## config.mk

```make
export PLATFORM = sky130hd
export DESIGN_NAME = i2c_master_transaction_sequencer_unit
export DESIGN_NICKNAME = d
export VERILOG_FILES = /design/src/sv/i2cs_pkg.sv /design/src/sv/i2cs_ram.sv /design/src/sv/i2cs_fifo.sv /design/src/sv/i2cs_front.sv /design/src/sv/i2cs_back.sv /design/src/sv/i2c_master_transaction_sequencer_unit.sv
export SDC_FILE = /design/constraint.sdc
export NUM_CORES = 1
export LEC_CHECK = 0
export BUFFER_PORTS_ARGS = -buffer_cell sky130_fd_sc_hd__buf_4
export CAP_MARGIN = 20
export CELL_PAD_IN_SITES_DETAIL_PLACEMENT = 0
export CELL_PAD_IN_SITES_GLOBAL_PLACEMENT = 2
export CORE_ASPECT_RATIO = 0.5
export CORE_UTILIZATION = 41
export CTS_CLUSTER_SIZE = 10
export DETAILED_ROUTE_END_ITERATION = 12
export GPL_TIMING_DRIVEN = 0
export HOLD_SLACK_MARGIN = 0.03
export PLACE_DENSITY = 0.72
export SLEW_MARGIN = 10
export SYNTH_ARGS = -nofsm -noshare
export SYNTH_HDL_FRONTEND = slang
export SYNTH_SLANG_ARGS = --single-unit
```

## constraint.sdc

```tcl
create_clock -name clk -period 3.96 [get_ports clk]
set_input_delay 0.198 -clock clk [delete_from_list [all_inputs] [get_ports clk]]
set_output_delay 0.198 -clock clk [all_outputs]
set_load 0.01 [all_outputs]
```

## src/sv/i2cs_pkg.sv

```systemverilog
// Shared types and codes for the I2C master transaction sequencer.
// Holds request kinds, action codes, status flag positions and the item/result structs.
// No dependencies.
package i2cs_pkg;

	// request type codes as they arrive on req_type
	localparam logic [2:0] REQ_LOAD   = 3'd0;
	localparam logic [2:0] REQ_READ   = 3'd1;
	localparam logic [2:0] REQ_START  = 3'd2;
	localparam logic [2:0] REQ_STATUS = 3'd3;
	localparam logic [2:0] REQ_ERROR  = 3'd4;

	// classified kinds carried through the item queue
	localparam logic [2:0] K_LOAD   = 3'd0;
	localparam logic [2:0] K_READ   = 3'd1;
	localparam logic [2:0] K_START  = 3'd2;
	localparam logic [2:0] K_STATUS = 3'd3;
	localparam logic [2:0] K_ERROR  = 3'd4;

	// controller actions
	localparam logic [3:0] ACT_NONE   = 4'd0;
	localparam logic [3:0] ACT_WRITE  = 4'd1;
	localparam logic [3:0] ACT_START  = 4'd2;
	localparam logic [3:0] ACT_STOP   = 4'd3;
	localparam logic [3:0] ACT_ACK    = 4'd4;
	localparam logic [3:0] ACT_NACK   = 4'd5;
	localparam logic [3:0] ACT_DONE   = 4'd6;
	localparam logic [3:0] ACT_REJECT = 4'd7;
	localparam logic [3:0] ACT_REPLY  = 4'd8;
	localparam logic [3:0] ACT_CLR_AF = 4'd9;

	// status flag bit positions
	localparam int F_START_SENT = 0;
	localparam int F_ADDR_DONE  = 1;
	localparam int F_XMIT       = 2;
	localparam int F_TX_EMPTY   = 3;
	localparam int F_RX_FULL    = 4;
	localparam int F_BYTE_FIN   = 5;
	localparam int F_ACK_FAIL   = 6;

	localparam logic [5:0] POS_MAX = 6'h3F;

	localparam int IQ_DEPTH = 4;
	localparam int OQ_DEPTH = 2;

	typedef struct packed {
		logic [2:0] kind;
		logic [4:0] index;
		logic [7:0] byte_value;
		logic [6:0] dev_addr;
		logic       is_read;
		logic [5:0] byte_count;
		logic [6:0] status_flags;
	} item_t;

	typedef struct packed {
		logic [3:0] action;
		logic [7:0] action_value;
		logic       busy_res;
		logic       last_action;
	} res_t;

endpackage

```

## src/sv/i2cs_ram.sv

```systemverilog
// Generic single-write, single-read RAM with registered read data.
// Width and depth are parameters; no dependencies.
module i2cs_ram #(
	parameter int WIDTH = 8,
	parameter int DEPTH = 32
) (
	input  logic                                           clk,
	input  logic                                           we,
	input  logic [((DEPTH > 1) ? $clog2(DEPTH) : 1)-1:0]   waddr,
	input  logic [WIDTH-1:0]                               wdata,
	input  logic [((DEPTH > 1) ? $clog2(DEPTH) : 1)-1:0]   raddr,
	output logic [WIDTH-1:0]                               rdata
);
	logic [WIDTH-1:0] mem_q [DEPTH];

	always_ff @(posedge clk) begin
		if (we) begin
			mem_q[waddr] <= wdata;
		end
		rdata <= mem_q[raddr];
	end
endmodule

```

## src/sv/i2cs_fifo.sv

```systemverilog
// Small show-ahead FIFO built from registers, used for the item and result queues.
// Width and depth are parameters; no dependencies.
module i2cs_fifo #(
	parameter int WIDTH = 8,
	parameter int DEPTH = 2
) (
	input  logic             clk,
	input  logic             arst_n,
	input  logic             push,
	input  logic [WIDTH-1:0] wdata,
	output logic             full,
	input  logic             pop,
	output logic [WIDTH-1:0] rdata,
	output logic             empty
);
	localparam int PW = (DEPTH > 1) ? $clog2(DEPTH) : 1;
	localparam int CW = $clog2(DEPTH + 1);

	logic [WIDTH-1:0] mem_q [DEPTH];
	logic [PW-1:0]    wr_ptr_q, rd_ptr_q;
	logic [CW-1:0]    cnt_q;
	logic             do_push, do_pop;

	assign full    = (cnt_q == CW'(DEPTH));
	assign empty   = (cnt_q == '0);
	assign do_push = push && !full;
	assign do_pop  = pop && !empty;
	assign rdata   = mem_q[rd_ptr_q];

	always_ff @(posedge clk or negedge arst_n) begin
		if (!arst_n) begin
			wr_ptr_q <= '0;
			rd_ptr_q <= '0;
			cnt_q    <= '0;
		end else begin
			if (do_push) begin
				wr_ptr_q <= (wr_ptr_q == PW'(DEPTH - 1)) ? '0 : wr_ptr_q + PW'(1);
			end
			if (do_pop) begin
				rd_ptr_q <= (rd_ptr_q == PW'(DEPTH - 1)) ? '0 : rd_ptr_q + PW'(1);
			end
			case ({do_push, do_pop})
				2'b10:   cnt_q <= cnt_q + CW'(1);
				2'b01:   cnt_q <= cnt_q - CW'(1);
				default: cnt_q <= cnt_q;
			endcase
		end
	end

	always_ff @(posedge clk) begin
		if (do_push) begin
			mem_q[wr_ptr_q] <= wdata;
		end
	end
endmodule

```

## src/sv/i2cs_front.sv

```systemverilog
// Front end: accepts request beats, classifies them and queues the ones that matter.
// Depends on i2cs_pkg and i2cs_fifo.
module i2cs_front
	import i2cs_pkg::*;
(
	input  logic       clk,
	input  logic       arst_n,
	input  logic       push,
	output logic       full,
	input  logic [2:0] req_type,
	input  logic [4:0] index,
	input  logic [7:0] byte_value,
	input  logic [6:0] dev_addr,
	input  logic       is_read,
	input  logic [5:0] byte_count,
	input  logic [6:0] status_flags,
	output item_t      item,
	output logic       item_valid,
	input  logic       item_pop
);
	item_t cls;
	logic  keep;
	logic  q_empty;

	always_comb begin
		cls.index        = index;
		cls.byte_value   = byte_value;
		cls.dev_addr     = dev_addr;
		cls.is_read      = is_read;
		cls.byte_count   = byte_count;
		cls.status_flags = status_flags;
		cls.kind         = K_LOAD;
		keep             = 1'b1;
		unique case (req_type)
			REQ_LOAD:   cls.kind = K_LOAD;
			REQ_READ:   cls.kind = K_READ;
			REQ_START:  cls.kind = K_START;
			REQ_STATUS: cls.kind = K_STATUS;
			REQ_ERROR: begin
				// only an ack failure does anything
				cls.kind = K_ERROR;
				keep     = status_flags[F_ACK_FAIL];
			end
			default:    keep = 1'b0;
		endcase
	end

	// dropped beats are still accepted, they just never enter the queue
	i2cs_fifo #(
		.WIDTH($bits(item_t)),
		.DEPTH(IQ_DEPTH)
	) u_iq (
		.clk   (clk),
		.arst_n(arst_n),
		.push  (push && keep),
		.wdata (cls),
		.full  (full),
		.pop   (item_pop),
		.rdata (item),
		.empty (q_empty)
	);

	assign item_valid = !q_empty;
endmodule

```

## src/sv/i2cs_back.sv

```systemverilog
// Back end: sequencer that turns queued items into ordered controller actions.
// Owns the transaction state and the data buffer RAM. Depends on i2cs_pkg and i2cs_ram.
module i2cs_back
	import i2cs_pkg::*;
#(
	parameter int BUFFER_BYTES = 32
) (
	input  logic  clk,
	input  logic  arst_n,
	input  item_t item,
	input  logic  item_valid,
	output logic  item_pop,
	output res_t  res,
	output logic  res_push,
	input  logic  out_full
);
	localparam int         AW    = (BUFFER_BYTES > 1) ? $clog2(BUFFER_BYTES) : 1;
	localparam logic [5:0] BUF_N = 6'(BUFFER_BYTES);

	localparam logic [3:0] S_IDLE = 4'd0;
	localparam logic [3:0] S_DISP = 4'd1;
	localparam logic [3:0] S_ST2  = 4'd2;
	localparam logic [3:0] S_E2   = 4'd3;
	localparam logic [3:0] S_E3   = 4'd4;
	localparam logic [3:0] S_E4   = 4'd5;
	localparam logic [3:0] S_F0   = 4'd6;
	localparam logic [3:0] S_F1A  = 4'd7;
	localparam logic [3:0] S_F1B  = 4'd8;
	localparam logic [3:0] S_F3A  = 4'd9;
	localparam logic [3:0] S_F3B  = 4'd10;
	localparam logic [3:0] S_F3C  = 4'd11;
	localparam logic [3:0] S_F4   = 4'd12;
	localparam logic [3:0] S_F4B  = 4'd13;
	localparam logic [3:0] S_FIN  = 4'd14;

	logic [3:0] state_q, state_d;
	logic       busy_q, busy_d;
	logic [6:0] taddr_q, taddr_d;
	logic       rdir_q, rdir_d;
	logic [5:0] tcnt_q, tcnt_d;
	logic [5:0] pos_q, pos_d;
	item_t      item_q;
	res_t       pend_q;
	logic       pend_v_q;

	logic       step, emit, fin;
	logic [3:0] emit_act;
	logic [7:0] emit_val;
	logic       emit_busy;

	logic       ram_we;
	logic [5:0] ram_wa6, ram_ra6;
	logic [7:0] ram_rdata;

	logic [5:0] pos_inc, pos_new_m1;
	logic [6:0] left;
	logic       idx_ok, pos_ok;

	assign pos_inc    = (pos_q == POS_MAX) ? pos_q : pos_q + 6'd1;
	assign pos_new_m1 = pos_inc - 6'd1;
	assign left       = {1'b0, tcnt_q} - {1'b0, pos_inc};
	assign idx_ok     = {1'b0, item_q.index} < BUF_N;
	assign pos_ok     = pos_q < BUF_N;

	// outside idle the sequencer moves only while the result queue has room
	assign step = (state_q == S_IDLE) || !out_full;

	// outside idle the read address depends only on state and held registers, so a stall keeps rdata valid
	always_comb begin
		unique case (state_q)
			S_IDLE:       ram_ra6 = {1'b0, item.index};
			S_DISP:       ram_ra6 = {1'b0, item_q.index};
			S_F3A, S_F3B: ram_ra6 = pos_q;
			default:      ram_ra6 = '0;
		endcase
	end

	always_comb begin
		state_d   = state_q;
		busy_d    = busy_q;
		taddr_d   = taddr_q;
		rdir_d    = rdir_q;
		tcnt_d    = tcnt_q;
		pos_d     = pos_q;
		emit      = 1'b0;
		emit_act  = ACT_NONE;
		emit_val  = '0;
		emit_busy = busy_q;
		ram_we    = 1'b0;
		ram_wa6   = {1'b0, item_q.index};
		item_pop  = 1'b0;
		fin       = 1'b0;
		if (step) begin
			unique case (state_q)
				S_IDLE: begin
					if (item_valid) begin
						item_pop = 1'b1;
						state_d  = S_DISP;
					end
				end
				S_DISP: begin
					unique case (item_q.kind)
						K_LOAD: begin
							ram_we  = !busy_q && idx_ok;
							state_d = S_FIN;
						end
						K_READ: begin
							emit     = 1'b1;
							emit_act = ACT_REPLY;
							emit_val = idx_ok ? ram_rdata : 8'd0;
							state_d  = S_FIN;
						end
						K_START: begin
							emit = 1'b1;
							if (busy_q || item_q.byte_count > BUF_N) begin
								emit_act = ACT_REJECT;
								state_d  = S_FIN;
							end else begin
								busy_d    = 1'b1;
								taddr_d   = item_q.dev_addr;
								rdir_d    = item_q.is_read;
								tcnt_d    = item_q.byte_count;
								pos_d     = '0;
								emit_act  = ACT_ACK;
								emit_busy = 1'b1;
								state_d   = S_ST2;
							end
						end
						K_ERROR: begin
							emit     = 1'b1;
							emit_act = ACT_CLR_AF;
							state_d  = S_E2;
						end
						default: state_d = S_F0;
					endcase
				end
				S_ST2: begin
					emit     = 1'b1;
					emit_act = ACT_START;
					state_d  = S_FIN;
				end
				S_E2: begin
					emit     = 1'b1;
					emit_act = ACT_STOP;
					state_d  = S_E3;
				end
				S_E3: begin
					busy_d    = 1'b0;
					emit      = 1'b1;
					emit_act  = ACT_ACK;
					emit_busy = 1'b0;
					state_d   = S_E4;
				end
				S_E4: begin
					emit     = 1'b1;
					emit_act = ACT_START;
					state_d  = S_FIN;
				end
				S_F0: begin
					if (item_q.status_flags[F_START_SENT]) begin
						emit     = 1'b1;
						emit_act = ACT_WRITE;
						emit_val = {taddr_q, rdir_q};
					end
					state_d = S_F1A;
				end
				S_F1A: begin
					if (item_q.status_flags[F_ADDR_DONE] && rdir_q && tcnt_q == 6'd1) begin
						emit     = 1'b1;
						emit_act = ACT_NACK;
					end
					state_d = S_F1B;
				end
				S_F1B: begin
					if (item_q.status_flags[F_ADDR_DONE]) begin
						if (item_q.status_flags[F_XMIT]) begin
							// first data byte goes out right behind the address
							emit     = 1'b1;
							emit_act = ACT_WRITE;
							emit_val = ram_rdata;
							pos_d    = pos_inc;
						end else if (tcnt_q == 6'd1) begin
							emit     = 1'b1;
							emit_act = ACT_STOP;
						end
					end
					state_d = S_F3A;
				end
				S_F3A: state_d = S_F3B;
				S_F3B: begin
					state_d = S_F4;
					if (item_q.status_flags[F_TX_EMPTY]) begin
						if (pos_q < tcnt_q) begin
							emit     = 1'b1;
							emit_act = ACT_WRITE;
							emit_val = pos_ok ? ram_rdata : 8'd0;
							pos_d    = pos_inc;
						end else if (item_q.status_flags[F_BYTE_FIN]) begin
							emit     = 1'b1;
							emit_act = ACT_STOP;
							state_d  = S_F3C;
						end
					end
				end
				S_F3C: begin
					busy_d    = 1'b0;
					emit      = 1'b1;
					emit_act  = ACT_DONE;
					emit_busy = 1'b0;
					state_d   = S_F4;
				end
				S_F4: begin
					state_d = S_FIN;
					if (item_q.status_flags[F_RX_FULL]) begin
						pos_d   = pos_inc;
						ram_wa6 = pos_new_m1;
						ram_we  = pos_new_m1 < BUF_N;
						if (left == 7'd1) begin
							emit     = 1'b1;
							emit_act = ACT_NACK;
							state_d  = S_F4B;
						end else if (left == 7'd0) begin
							busy_d    = 1'b0;
							emit      = 1'b1;
							emit_act  = ACT_DONE;
							emit_busy = 1'b0;
						end
					end
				end
				S_F4B: begin
					emit     = 1'b1;
					emit_act = ACT_STOP;
					state_d  = S_FIN;
				end
				S_FIN: begin
					fin     = 1'b1;
					state_d = S_IDLE;
				end
				default: state_d = S_IDLE;
			endcase
		end
	end

	// hold each action until the next one or the end of the item so the last one of an item can be marked
	assign res_push = pend_v_q && (emit || fin);
	always_comb begin
		res             = pend_q;
		res.last_action = fin;
	end

	always_ff @(posedge clk or negedge arst_n) begin
		if (!arst_n) begin
			state_q  <= S_IDLE;
			busy_q   <= 1'b0;
			taddr_q  <= '0;
			rdir_q   <= 1'b0;
			tcnt_q   <= '0;
			pos_q    <= '0;
			pend_v_q <= 1'b0;
		end else begin
			state_q <= state_d;
			busy_q  <= busy_d;
			taddr_q <= taddr_d;
			rdir_q  <= rdir_d;
			tcnt_q  <= tcnt_d;
			pos_q   <= pos_d;
			if (emit) begin
				pend_v_q <= 1'b1;
			end else if (fin) begin
				pend_v_q <= 1'b0;
			end
		end
	end

	always_ff @(posedge clk) begin
		if (item_pop) begin
			item_q <= item;
		end
		if (emit) begin
			pend_q.action       <= emit_act;
			pend_q.action_value <= emit_val;
			pend_q.busy_res     <= emit_busy;
			pend_q.last_action  <= 1'b0;
		end
	end

	i2cs_ram #(
		.WIDTH(8),
		.DEPTH(BUFFER_BYTES)
	) u_buf (
		.clk  (clk),
		.we   (ram_we),
		.waddr(ram_wa6[AW-1:0]),
		.wdata(item_q.byte_value),
		.raddr(ram_ra6[AW-1:0]),
		.rdata(ram_rdata)
	);

	a_push_room: assert property (@(posedge clk) disable iff (!arst_n)
		res_push |-> !out_full)
		else $error("result pushed into a full queue");

	a_pop_idle: assert property (@(posedge clk) disable iff (!arst_n)
		item_pop |-> (state_q == S_IDLE && item_valid))
		else $error("item taken outside idle or from an empty queue");

	a_pend_clear: assert property (@(posedge clk) disable iff (!arst_n)
		state_q == S_IDLE |-> !pend_v_q)
		else $error("held action left over at idle");

	a_busy_fall: assert property (@(posedge clk) disable iff (!arst_n)
		$fell(busy_q) |-> ($past(state_q) == S_F3C || $past(state_q) == S_F4
			|| $past(state_q) == S_E3))
		else $error("busy dropped outside a done or error step");

	a_last_idle: assert property (@(posedge clk) disable iff (!arst_n)
		(res_push && res.last_action) |=> state_q == S_IDLE)
		else $error("last action pushed without returning to idle");
endmodule

```

## src/sv/i2c_master_transaction_sequencer_unit.sv

```systemverilog
// I2C master transaction sequencer, top level. Depends on i2cs_pkg, i2cs_front, i2cs_back, i2cs_fifo.
// The sequencer takes an item from the item queue only when idle and works through it one step per
// cycle while the result queue has room; a 4-beat item queue and a 2-beat result queue absorb stalls.
// Reset (arst_n low) clears state and both queues; the buffer is not cleared.
module i2c_master_transaction_sequencer_unit
	import i2cs_pkg::*;
#(
	parameter int BUFFER_BYTES = 32
) (
	input  logic       clk,
	input  logic       arst_n,
	input  logic       push,
	output logic       full,
	input  logic [2:0] req_type,
	input  logic [4:0] index,
	input  logic [7:0] byte_value,
	input  logic [6:0] dev_addr,
	input  logic       is_read,
	input  logic [5:0] byte_count,
	input  logic [6:0] status_flags,
	output logic       empty,
	input  logic       pop,
	output logic [3:0] action,
	output logic [7:0] action_value,
	output logic       busy_res,
	output logic       last_action
);
	item_t item;
	logic  item_valid, item_pop;
	res_t  res_in, res_out;
	logic  res_push, out_full;

	i2cs_front u_front (
		.clk         (clk),
		.arst_n      (arst_n),
		.push        (push),
		.full        (full),
		.req_type    (req_type),
		.index       (index),
		.byte_value  (byte_value),
		.dev_addr    (dev_addr),
		.is_read     (is_read),
		.byte_count  (byte_count),
		.status_flags(status_flags),
		.item        (item),
		.item_valid  (item_valid),
		.item_pop    (item_pop)
	);

	i2cs_back #(
		.BUFFER_BYTES(BUFFER_BYTES)
	) u_back (
		.clk       (clk),
		.arst_n    (arst_n),
		.item      (item),
		.item_valid(item_valid),
		.item_pop  (item_pop),
		.res       (res_in),
		.res_push  (res_push),
		.out_full  (out_full)
	);

	i2cs_fifo #(
		.WIDTH($bits(res_t)),
		.DEPTH(OQ_DEPTH)
	) u_oq (
		.clk   (clk),
		.arst_n(arst_n),
		.push  (res_push),
		.wdata (res_in),
		.full  (out_full),
		.pop   (pop),
		.rdata (res_out),
		.empty (empty)
	);

	assign action       = res_out.action;
	assign action_value = res_out.action_value;
	assign busy_res     = res_out.busy_res;
	assign last_action  = res_out.last_action;
endmodule

```

# Yosys cells after proc, flatten, opt, wreduce, memory -nomap -nowiden
# Memories as Yosys holds them, arrays and structs flattened. A register that Yosys moved wholly into a read port is not among the register bits.
# Cells that the tools add are included.
dict set report totals {
  reg_bits 86
  mem_bits_rw 432
  inputBits 41
  output_inout_bits 16
  word_cells 210
  mem_count 3
}
# memory words word_bits rd rd_ports_with_merged_regs write_ports line_no
set memory_table {}
lappend memory_table {u_back.u_buf.mem_q 32 8 1 1 1 i2cs_ram.sv:14} ;# logic [WIDTH-1:0] mem_q [DEPTH];
lappend memory_table {u_front.u_iq.mem_q 4 37 1 0 1 i2cs_fifo.sv:19} ;# logic [WIDTH-1:0] mem_q [DEPTH];
lappend memory_table {u_oq.mem_q 2 14 1 0 1 i2cs_fifo.sv:19}
dict set report op_classes {
  add_sub_neg 11
  magnitude_cmp 4
  n_eq_ne 40
  muxes 90
  n_bitwise 1
  reduce_logical 38
}
# cell n
set ops {}
lappend ops {{2-to-1 mux 8 bit} 7}
lappend ops {{2-to-1 mux 6 bit} 8}
lappend ops {{one-hot mux 4 bit (12 select lines)} 1}
lappend ops {{one-hot mux 4 bit (10 select lines)} 1}
lappend ops {{2-to-1 mux 1 bit} 38}
lappend ops {{2-to-1 mux 4 bit} 9}
lappend ops {{one-hot mux 8 bit (4 select lines)} 1}
lappend ops {{equality test 4 bit (second input constant)} 7}
lappend ops {{one-hot mux 4 bit (3 select lines)} 2}
lappend ops {{one-hot mux 6 bit (4 select lines)} 1}
lappend ops {{equality test 4 x 3 -> 1 bit (second input constant)} 4}
lappend ops {{2-to-1 mux 2 bit} 8}
lappend ops {{2-to-1 mux 5 bit} 3}
lappend ops {{one-hot mux 5 bit (3 select lines)} 1}
lappend ops {{< comparator 6 bit (second input constant)} 2}
lappend ops {{!= test 2 x 1 -> 1 bit (second input constant)} 6}
lappend ops {{one-hot mux 3 bit (4 select lines)} 1}
lappend ops {{equality test 2 bit (second input constant)} 5}
lappend ops {{OR reduction 2 bit} 5}
lappend ops {{equality test 3 x 2 -> 1 bit (second input constant)} 3}
lappend ops {{equality test 3 bit (second input constant)} 3}
lappend ops {{logical NOT 3 bit} 3}
lappend ops {{2-to-1 mux 3 bit} 3}
lappend ops {{AND reduction 9 bit} 1}
lappend ops {{37 further kinds} 61}

# Logic depth before layout (Yosys ltp)
# Gate-level depths: netlist of the first run.
dict set report depth {
  depth_word 14
  depth_mapped 18
}

# Hierarchy
# Synthesis of the first run repeated with hierarchy kept, for this count alone.
dict set report unflattened {
  cells_unflattened 1127
  area_unflattened_um2 21291.7
}
# mod n_inst cells_per_inst area_each_um2 seq_area_each_um2
set by_module_without_submodules {}
lappend by_module_without_submodules {i2cs_ram 1 417 10053.4 7847.5}
lappend by_module_without_submodules {{i2cs_fifo at u_front.u_iq} 1 233 5780.5 4619.4}
lappend by_module_without_submodules {i2cs_back 1 408 4150.2 2122.0}
lappend by_module_without_submodules {{i2cs_fifo at u_oq} 1 62 1255.0 940.9}
lappend by_module_without_submodules {i2cs_front 1 7 52.6 0.0}

# Worst setup path after synthesis of the first run
# OpenSTA, ideal clock, no wires.
dict set report synth_timing {
  path_kind {reg2reg}
  startpoint {reg u_back.pos_q[0]}
  endpoint {mem u_oq.mem_q[0][0] (netlist name) (enable)}
  setup_time_ns 0.384
  arrival_ns 3.640
  required_time_ns 3.576
  slack_ns -0.065
  stages_incl_launch_ff 15
  path_buffers 1
  period_less_slack_ns 4.025
  cell_sequence {dfrtp_1 -> ha_1 -> buf_2 -> nand3_1 -> nor2_1 -> xnor2_1 -> ha_1 -> inv_1 -> ha_1 -> or4_1 -> a21oi_1 -> nand4_1 -> o2111ai_1 -> nand2_1 -> nor2_1}
}
dict set report synth_between {
  elab_chain_len 14
  word_cells_on_any_way 19
  cone_classes {add/sub (2); order compare (1); eq/ne (2); mux (10); reduce/logical (4)}
}
# element line_no
set synth_lines {}
lappend synth_lines {{from (decl)} i2cs_back.sv:41} ;# logic [5:0] pos_q, pos_d;
lappend synth_lines {{from (signal assigned)} i2cs_back.sv:266} ;# pos_q <= pos_d;
lappend synth_lines {{adder 6 x 1 -> 6 bit or equality test 6 bit (tied branches)} i2cs_back.sv:59} ;# assign pos_inc = (pos_q == POS_MAX) ? pos_q : pos_q + 6'd1;
lappend synth_lines {{2-to-1 mux 6 bit} i2cs_back.sv:59}
lappend synth_lines {{subtractor 6 x 6 -> 7 bit} i2cs_back.sv:61} ;# assign left = {1'b0, tcnt_q} - {1'b0, pos_inc};
lappend synth_lines {{logical NOT 7 bit} i2cs_back.sv:222} ;# end else if (left == 7'd0) begin
lappend synth_lines {{2-to-1 mux 1 bit} i2cs_back.sv:222}
lappend synth_lines {{2-to-1 mux 1 bit} i2cs_back.sv:218} ;# if (left == 7'd1) begin
lappend synth_lines {{2-to-1 mux 1 bit} i2cs_back.sv:214} ;# if (item_q.status_flags[F_RX_FULL]) begin
lappend synth_lines {{one-hot mux 1 bit (7 select lines) *} i2cs_back.sv:94} ;# unique case (state_q)
lappend synth_lines {{2-to-1 mux 1 bit *} i2cs_back.sv:93} ;# if (step) begin
lappend synth_lines {{logical OR 1 bit *} i2cs_back.sv:245} ;# assign res_push = pend_v_q && (emit || fin);
lappend synth_lines {{logical AND 1 bit *} i2cs_back.sv:245}
lappend synth_lines {{logical AND 1 bit *} i2cs_fifo.sv:26} ;# assign do_push = push && !full;
lappend synth_lines {{2-to-1 mux 1 bit *} i2cs_fifo.sv:51} ;# if (do_push) begin
lappend synth_lines {{2-to-1 mux 1 bit (not written as such) *} i2cs_fifo.sv:52} ;# mem_q[wr_ptr_q] <= wdata;
lappend synth_lines {{to (decl)} i2cs_fifo.sv:19}
# Every way passes the cells marked *; elsewhere a longest branch is shown, timed or not.

# Worst setup path in the final report of the first run
dict set report layout_timing {
  startpoint {reg u_back.state_q[1]}
  endpoint {mem u_back.u_buf.mem_q[104][4], in the netlist u_back.u_buf.mem_q[13][4] (enable)}
}
dict set report layout_between {
  elab_chain_len 5
  word_cells_on_any_way 10
  cone_classes {eq/ne (2); mux (6); reduce/logical (2)}
}
# element line_no
set layout_lines {}
lappend layout_lines {{from (decl)} i2cs_back.sv:36} ;# logic [3:0] state_q, state_d;
lappend layout_lines {{from (signal assigned)} i2cs_back.sv:261} ;# state_q <= state_d;
lappend layout_lines {{equality test 4 bit, or another cell as far along} i2cs_back.sv:94}
lappend layout_lines {{one-hot mux 1 bit (2 select lines) or logical OR 1 bit (tied branches)} {i2cs_back.sv:94, i2cs_back.sv:66}}
lappend layout_lines {{2-to-1 mux 1 bit} i2cs_back.sv:93}
lappend layout_lines {{2-to-1 mux 1 bit} i2cs_ram.sv:17} ;# if (we) begin
lappend layout_lines {{2-to-1 mux 1 bit (not written as such)} i2cs_ram.sv:18} ;# mem_q[waddr] <= wdata;
lappend layout_lines {{to (decl)} i2cs_ram.sv:14}
# Several ways; a longest one is shown, not always the timed one.

==> results.json, run 1 <==
{
  "avgSynthCellArea_sq_um": 14.25,
  "ys_seq_elements": 522,
  "synth_cell_types": 79,
  "cts_tree": "done",
  "synth_xor_area_share_pct": 0.8080,
  "grt-ovfl-total": 0,
  "final_cell_area_sq_um": 25770,
  "drc_errors": 0,
  "dieArea_sq_um": 53860,
  "cts.htree.levels": 2,
  "pwr_density_cell_nw_per_um2": 703.0,
  "crit_required_ns": 4.19,
  "final_common_cell": "edfxtp_1",
  "hold_path.startpoint": "req_type[1]",
  "synth_adder_area_share_pct": 1.073,
  "end_kind": "flip-flop",
  "dpl_cell_area_sq_um": 23260,
  "setup_violations": 0,
  "dieHeight_microns": 164.6,
  "fillers": 4495,
  "io_pins": 57,
  "drive_above_1_share_pct": 19.04,
  "cp-start-kind": "flip-flop",
  "leakagePower_nw": 8.845,
  "synth_ff_type": "edfxtp_1",
  "ys_async_sr_fraction_pct": 7.088,
  "finalCriticalPeriod_ns": 3.959,
  "antenna_found_initial": 0,
  "synth_top_family_by_area": "simple AND/OR/NAND/NOR gates",
  "cts_root_buffer": "clkbuf_16",
  "vias": 13500,
  "synth_top_area_share_pct": 66.07,
  "drt_iter0_drc": 1263,
  "crit_start": "u_back.state_q[1]$_DFFE_PN0P_",
  "tightest_slew_ns": 0.9393,
  "place_congestion": 0.8747,
  "yosys.area.top_type": "edfxtp_1",
  "grt_max_degree": 38,
  "synth_edf_count": 477,
  "synth.area.top_cells": "edfxtp_1 (66%), nand2_1 (5.3%), dfrtp_1 (4.3%)",
  "r2r_start": "u_back.state_q[1]$_DFFE_PN0P_",
  "yosysSeqAreaShare_pct": 71.08,
  "portBuffers": 56,
  "dpl.cell_count": 2290,
  "hold_path.class": "primary input to flip-flop",
  "numCtsBuffers": 58,
  "area_growth_pct": 18.88,
  "cp_max_fo": 10,
  "start_util_pct": 41.60,
  "final_cell_mix": "edfxtp_1 (477), nand2_1 (304), nand3_1 (82)",
  "dp.final_hpwl_microns": 38640,
  "clock_skew_ns": 0.01791,
  "path_class": "flip-flop to flip-flop",
  "via_per_inst": 5.545,
  "synth_compound_gate_area_share_pct": 7.739,
  "synth_warnings": 0,
  "rsz0062_at_grt": "true",
  "finalNonFillerCells": 2435,
  "syn_inst": 1521,
  "grt_pass1_vias": 13330,
  "final_hold_viol_count": 0,
  "place_ws_ns": -0.8160,
  "syn_nets": 1580,
  "wl_microns": 55560,
  "die_w_microns": 327.2,
  "slew_headroom_pct": 37.38,
  "p_total_mw": 18.12,
  "grt.total_usage_pct": 20.53,
  "status": "complete, no violations",
  "yosys.area_share.simple_pct": 11.64,
  "antenna_left": 0,
  "slew_violations": 0,
  "setup_ws_ns": 0.0005231,
  "clkTransAtPathRegs_ns": 0.06,
  "netlist_area_sq_um": 21680,
  "ir_drop_v": 0.0003657,
  "muxShareOfSynthArea_pct": 5.390,
  "first_pass_iters": 5,
  "grt_pass1_wl_microns": 82250,
  "cts_buffer_depth": 3,
  "clock-sinks": 522,
  "max-cap-violations": 0,
  "cp_data_arrival_time_ns": 4.19,
  "drt-wirelength-per-cell_microns": 22.82,
  "insertion_delay_ns": 0.60,
  "fin_crit_sh_pct": 99.99,
  "rows": 59,
  "nNetsFinal": 1756,
  "fin_hold_ws_ns": 0.06089,
  "core_area_sq_um": 52120,
  "max_freq_mhz": 252.6
}
-- critical path: stages, from the launching register on --
cell      delay, ns
dfrtp_1        0.55
clkbuf_1       0.31
or2_2          0.39
nor2_1         0.26
nand3_1        0.27
clkbuf_1       0.32
mux2i_1        0.24
nor2b_1        0.19
nand2_1        0.47
nor2_2         0.57
-- synthesized netlist by cell type, types with 22 or more instances --
cell type  number
a21oi_1        30
a311oi_1       32
a31oi_1        22
and3_1         33
buf_2          28
clkbuf_1       34
dfrtp_1        37
edfxtp_1      477
inv_1          24
mux2_2         27
mux4_2         36
nand2_1       306
nand3_1        83
nor2_1         75
o21ai_0        31
-- metal layers --
metal,GRT usage (%),part of all wire (%),vias to the layer above
met2,32.83,46,411
li1,-,-,6150
met1,29.47,46,6857
met4,4.822,1.9,0
met5,0,0,-
met3,3.399,5.6,84
-- flip-flops by register name, summed over array words and instances (netlist names) --
signal and count:
u_oq.mem_q 28, u_back.pos_q 6, u_back.item_q 36, u_front.u_iq.mem_q 144, u_back.taddr_q 7, u_oq.cnt_q 2
u_back.rdir_q 1, u_back.res 13, u_front.u_iq.cnt_q 3, u_back.state_q 4, u_back.tcnt_q 6, u_back.u_buf.mem_q 256
u_back.busy_q 1, u_oq.wr_ptr_q 1, u_front.u_iq.wr_ptr_q 2, u_back.u_buf.rdata 8, u_front.u_iq.rd_ptr_q 2, u_oq.rd_ptr_q 1
u_back.pend_v_q 1
-- per-stage QoR --
stage	util, %	TNS [ns]
after global routing	49.45	-17.12
after CTS	48.81	-8.643
after detailed placement	44.63	-41.65
final	49.45	0
after floorplan	-	0
after global placement	44.09	-60.03
-- worst paths after layout --
path | slack (ns) | endpoint | depth (start not counted)
worst max-delay path | 0.0005 | u_back.u_buf.mem_q[13][4]$_DFFE_PP_ | 9
worst min-delay path | 0.06 | u_front.u_iq.mem_q[0][35]$_DFFE_PP_ | 2
worst max register to register | 0.0005 | u_back.u_buf.mem_q[13][4]$_DFFE_PP_ | 9
worst min register to register | 0.44 | u_oq.mem_q[0][10]$_DFFE_PP_ | 0
max in group asynchronous | 3.41 | u_back.pos_q[2]$_DFFE_PN0P_ | 2
min in group asynchronous | 0.12 | u_back.state_q[2]$_DFFE_PN0P_ | 2
-- kinds of logic (layout without fill, tap and decap cells) --
family / Yosys count / in the layout
DFF: 522 / 522
xor gates and xnor gates: 20 / 20
muxes: 68 / 68
other: 0 / 1
adders and majority gates: 18 / 18
and+or+nand+nor: 565 / 566
buffers and inverters: 107 / 318
AOI/OAI and AO/OA: 221 / 221
-- report_power, final --
group	internal [mW]	leakage (nW)	total [mW]	switching, mW
clock	2.77	0.791	4.85	2.07
sequential	7.00	4.86	7.44	0.433
combinational	2.20	3.19	5.84	3.63
-- repair_timing --
action	CTS	global route
buffers inserted	2	8
gates cloned	0	1
gates resized for setup	30	61
setup endpoints to repair	177	310
pin swaps	2	7
hold endpoints to repair	184	0
hold buffers	38	0
-- area by class of cell --
cell class	count	area, sq um	share of cell area, %
plain buffers	80	402.9	1.563
well taps	701	877.1	3.403
inverters	25	93.84	0.3641
diodes	1	2.502	0.009709
clock buffers	93	1625	6.306
flip-flops and latches	522	15410	59.80
clock inverters	3	41.29	0.1602
multi-input cells	893	6108	23.70
repair buffers	117	1209	4.690
(Power assumes the default switching activity.)
==> run 2, diff against run 1 <==
CORE_UTILIZATION = 45   (was 41)
PLACE_DENSITY = 0.76   (was 0.72)
clock period = 3.92 ns   (was 3.96 ns; I/O delays follow)
==> results.json, run 2 (synthesis gave the netlist of run 1 again) <==
{
  "route.met2.wl_microns": 24640,
  "worstReg2RegEnd": "u_back.u_buf.rdata[0]$_DFF_P_",
  "insertion_delay_ns": 0.60,
  "dieArea_sq_um": 49110,
  "reg.largest.list": "u_back.u_buf.mem_q x256, u_front.u_iq.mem_q x144, u_back.item_q x36",
  "place_ws_ns": -0.8826,
  "drc_errors": 0,
  "cp_data_arrival_time_ns": 4.20,
  "dp.final_hpwl_microns": 37230,
  "setup_violations": 0,
  "finalCriticalPeriod_ns": 3.775,
  "slew_headroom_pct": 37.53,
  "rsz0062_at_grt": "false",
  "grt_pass1_wl_microns": 80050,
  "regArea_sq_um": 15410,
  "met3WireLength_microns": 3187,
  "p_total_mw": 18.35,
  "final_hold_viol_count": 0,
  "max_freq_mhz": 264.9,
  "wl_microns": 53500,
  "rows": 56,
  "critPathTopFamily": "compound AO/OA/AOI/OAI gates",
  "fillers": 3823,
  "die_w_microns": 312.4,
  "drive_above_1_share_pct": 19.93,
  "highest_layer": "met4",
  "utilization_pct": 54.81,
  "nNetsFinal": 1763,
  "grt-ovfl-total": 0,
  "dieHeight_microns": 157.2,
  "slew_violations": 0,
  "clock-sinks": 522,
  "hold_path.class": "primary input to flip-flop",
  "first_pass_iters": 7,
  "path_class": "flip-flop to flip-flop",
  "crit_top_cell": "buf_2",
  "crit_chain": "buf_2 > nor4_4 > buf_4 > and2_1 > a221o_1 > buf_2 > buf_2 > nand2_1 > nand3_1 > a31oi_1 > a221oi_1",
  "cts_buffer_depth": 3,
  "drt_iter0_drc": 1260,
  "antenna_found_initial": 0,
  "via_per_inst": 5.609,
  "crit_start": "u_back.state_q[3]$_DFFE_PN0P_",
  "leakagePower_nw": 8.889,
  "cts_tree": "done",
  "fin_crit_sh_pct": 96.30,
  "crit_required_ns": 4.35,
  "rrSetupSlack_ns": 0.14,
  "setup_ws_ns": 0.1449,
  "finalNonFillerCells": 2380,
  "portBuffers": 56,
  "grt.total_usage_pct": 21.84,
  "path_buf_inv": 4,
  "drt-wirelength-per-cell_microns": 22.48,
  "dpl.cell_count": 2226,
  "area_growth_pct": 19.21,
  "final_common_cell": "edfxtp_1",
  "end_kind": "flip-flop",
  "core_area_sq_um": 47160,
  "grt_pass1_vias": 13080,
  "cp_max_fo": 10,
  "crit_cells": 11,
  "pwr_density_cell_nw_per_um2": 710.2,
  "multi_input_area_sq_um": 6216,
  "grt_max_degree": 38,
  "start_util_pct": 45.97,
  "vias": 13350,
  "cp-start-kind": "flip-flop",
  "cp-endpoint": "u_back.u_buf.rdata[0]$_DFF_P_",
  "clkTransAtPathRegs_ns": 0.06,
  "tightest_slew_ns": 0.9371,
  "io_pins": 57,
  "place_congestion": 0.8968,
  "r2r_start": "u_back.state_q[3]$_DFFE_PN0P_",
  "ir_drop_v": 0.0003745,
  "crit_path_top_delay_cell": "a221oi_1",
  "max_stage_delay_ns": 0.69,
  "antenna_left": 0,
  "rr_worst_depth": 11,
  "status": "complete, no violations",
  "largest_reg_flops": 256,
  "numCtsBuffers": 58,
  "cts.htree.levels": 2,
  "met1_length_microns": 24350,
  "clock_skew_ns": 0.02718,
  "cts_root_buffer": "clkbuf_16",
  "final_cell_mix": "edfxtp_1 (477), nand2_1 (296), nand3_1 (82)",
  "largest_register": "u_back.u_buf.mem_q",
  "max-cap-violations": 0
}
==> run 2: per-stage QoR <==
stage	cell area, sq um	hold WS [ns]	TNS, ns
finish	25840	0.07491	0
global route	25840	0.05580	0
global placement	22900	0.2052	-64.74
CTS	25470	0.04373	-8.034
detailed placement	23170	0.2154	-48.69
floorplan	21680	-0.09959	0
==> run 2: worst min-delay path by stage <==
stage                           start                                   to  slack (ns)  depth (start not counted)
final                     req_type[1]  u_front.u_iq.mem_q[2][36]$_DFFE_PP_        0.07                          3
after global routing      req_type[1]  u_front.u_iq.mem_q[3][35]$_DFFE_PP_        0.06                          2
after CTS                 req_type[1]  u_front.u_iq.mem_q[3][35]$_DFFE_PP_        0.04                          2
after detailed placement       arst_n        u_back.state_q[1]$_DFFE_PN0P_        0.22                          1
after global placement         arst_n        u_back.state_q[1]$_DFFE_PN0P_        0.21                          1
after floorplan                arst_n              u_back.busy_q$_DFF_PN0_        -0.1                          0
==> run 2: area by class of cell <==
type / count / area share, %
inverters: 25 / 0.3631
diodes: 1 / 0.009683
repair buffers: 124 / 4.880
flip-flops and latches: 522 / 59.64
plain buffers: 81 / 1.598
multi-input cells: 892 / 24.05
well taps: 638 / 3.089
clock buffers: 93 / 6.207
clock inverters: 4 / 0.1598
==> run 2: what timing repair did <==
item	CTS	global route
endpoints found under the setup margin	257	310
hold buffers	39	0
pin swaps	5	11
endpoints found under the hold margin	184	0
setup buffers	7	9
resized for setup	55	71
==> run 2: tightest hold or removal path: cells and delay by family <==
family | cells | cell delay (ns)
and+or+nand+nor | 2 | 0.22
buffers and inverters | 1 | 0.08
==> run 2: routing by layer <==
metal,track usage [%],vias up
met5,0,-
met2,34.53,430
met3,3.491,99
met1,31.53,6649
met4,5.882,0
li1,-,6171
==> run 2: power by group <==
group / leakage [nW] / internal (mW) / switching [mW]
Sequential: 4.86 / 7.08 / 0.423
Clock: 0.786 / 2.77 / 2.09
Combinational: 3.24 / 2.31 / 3.68
Total: 8.89 / 12.2 / 6.20
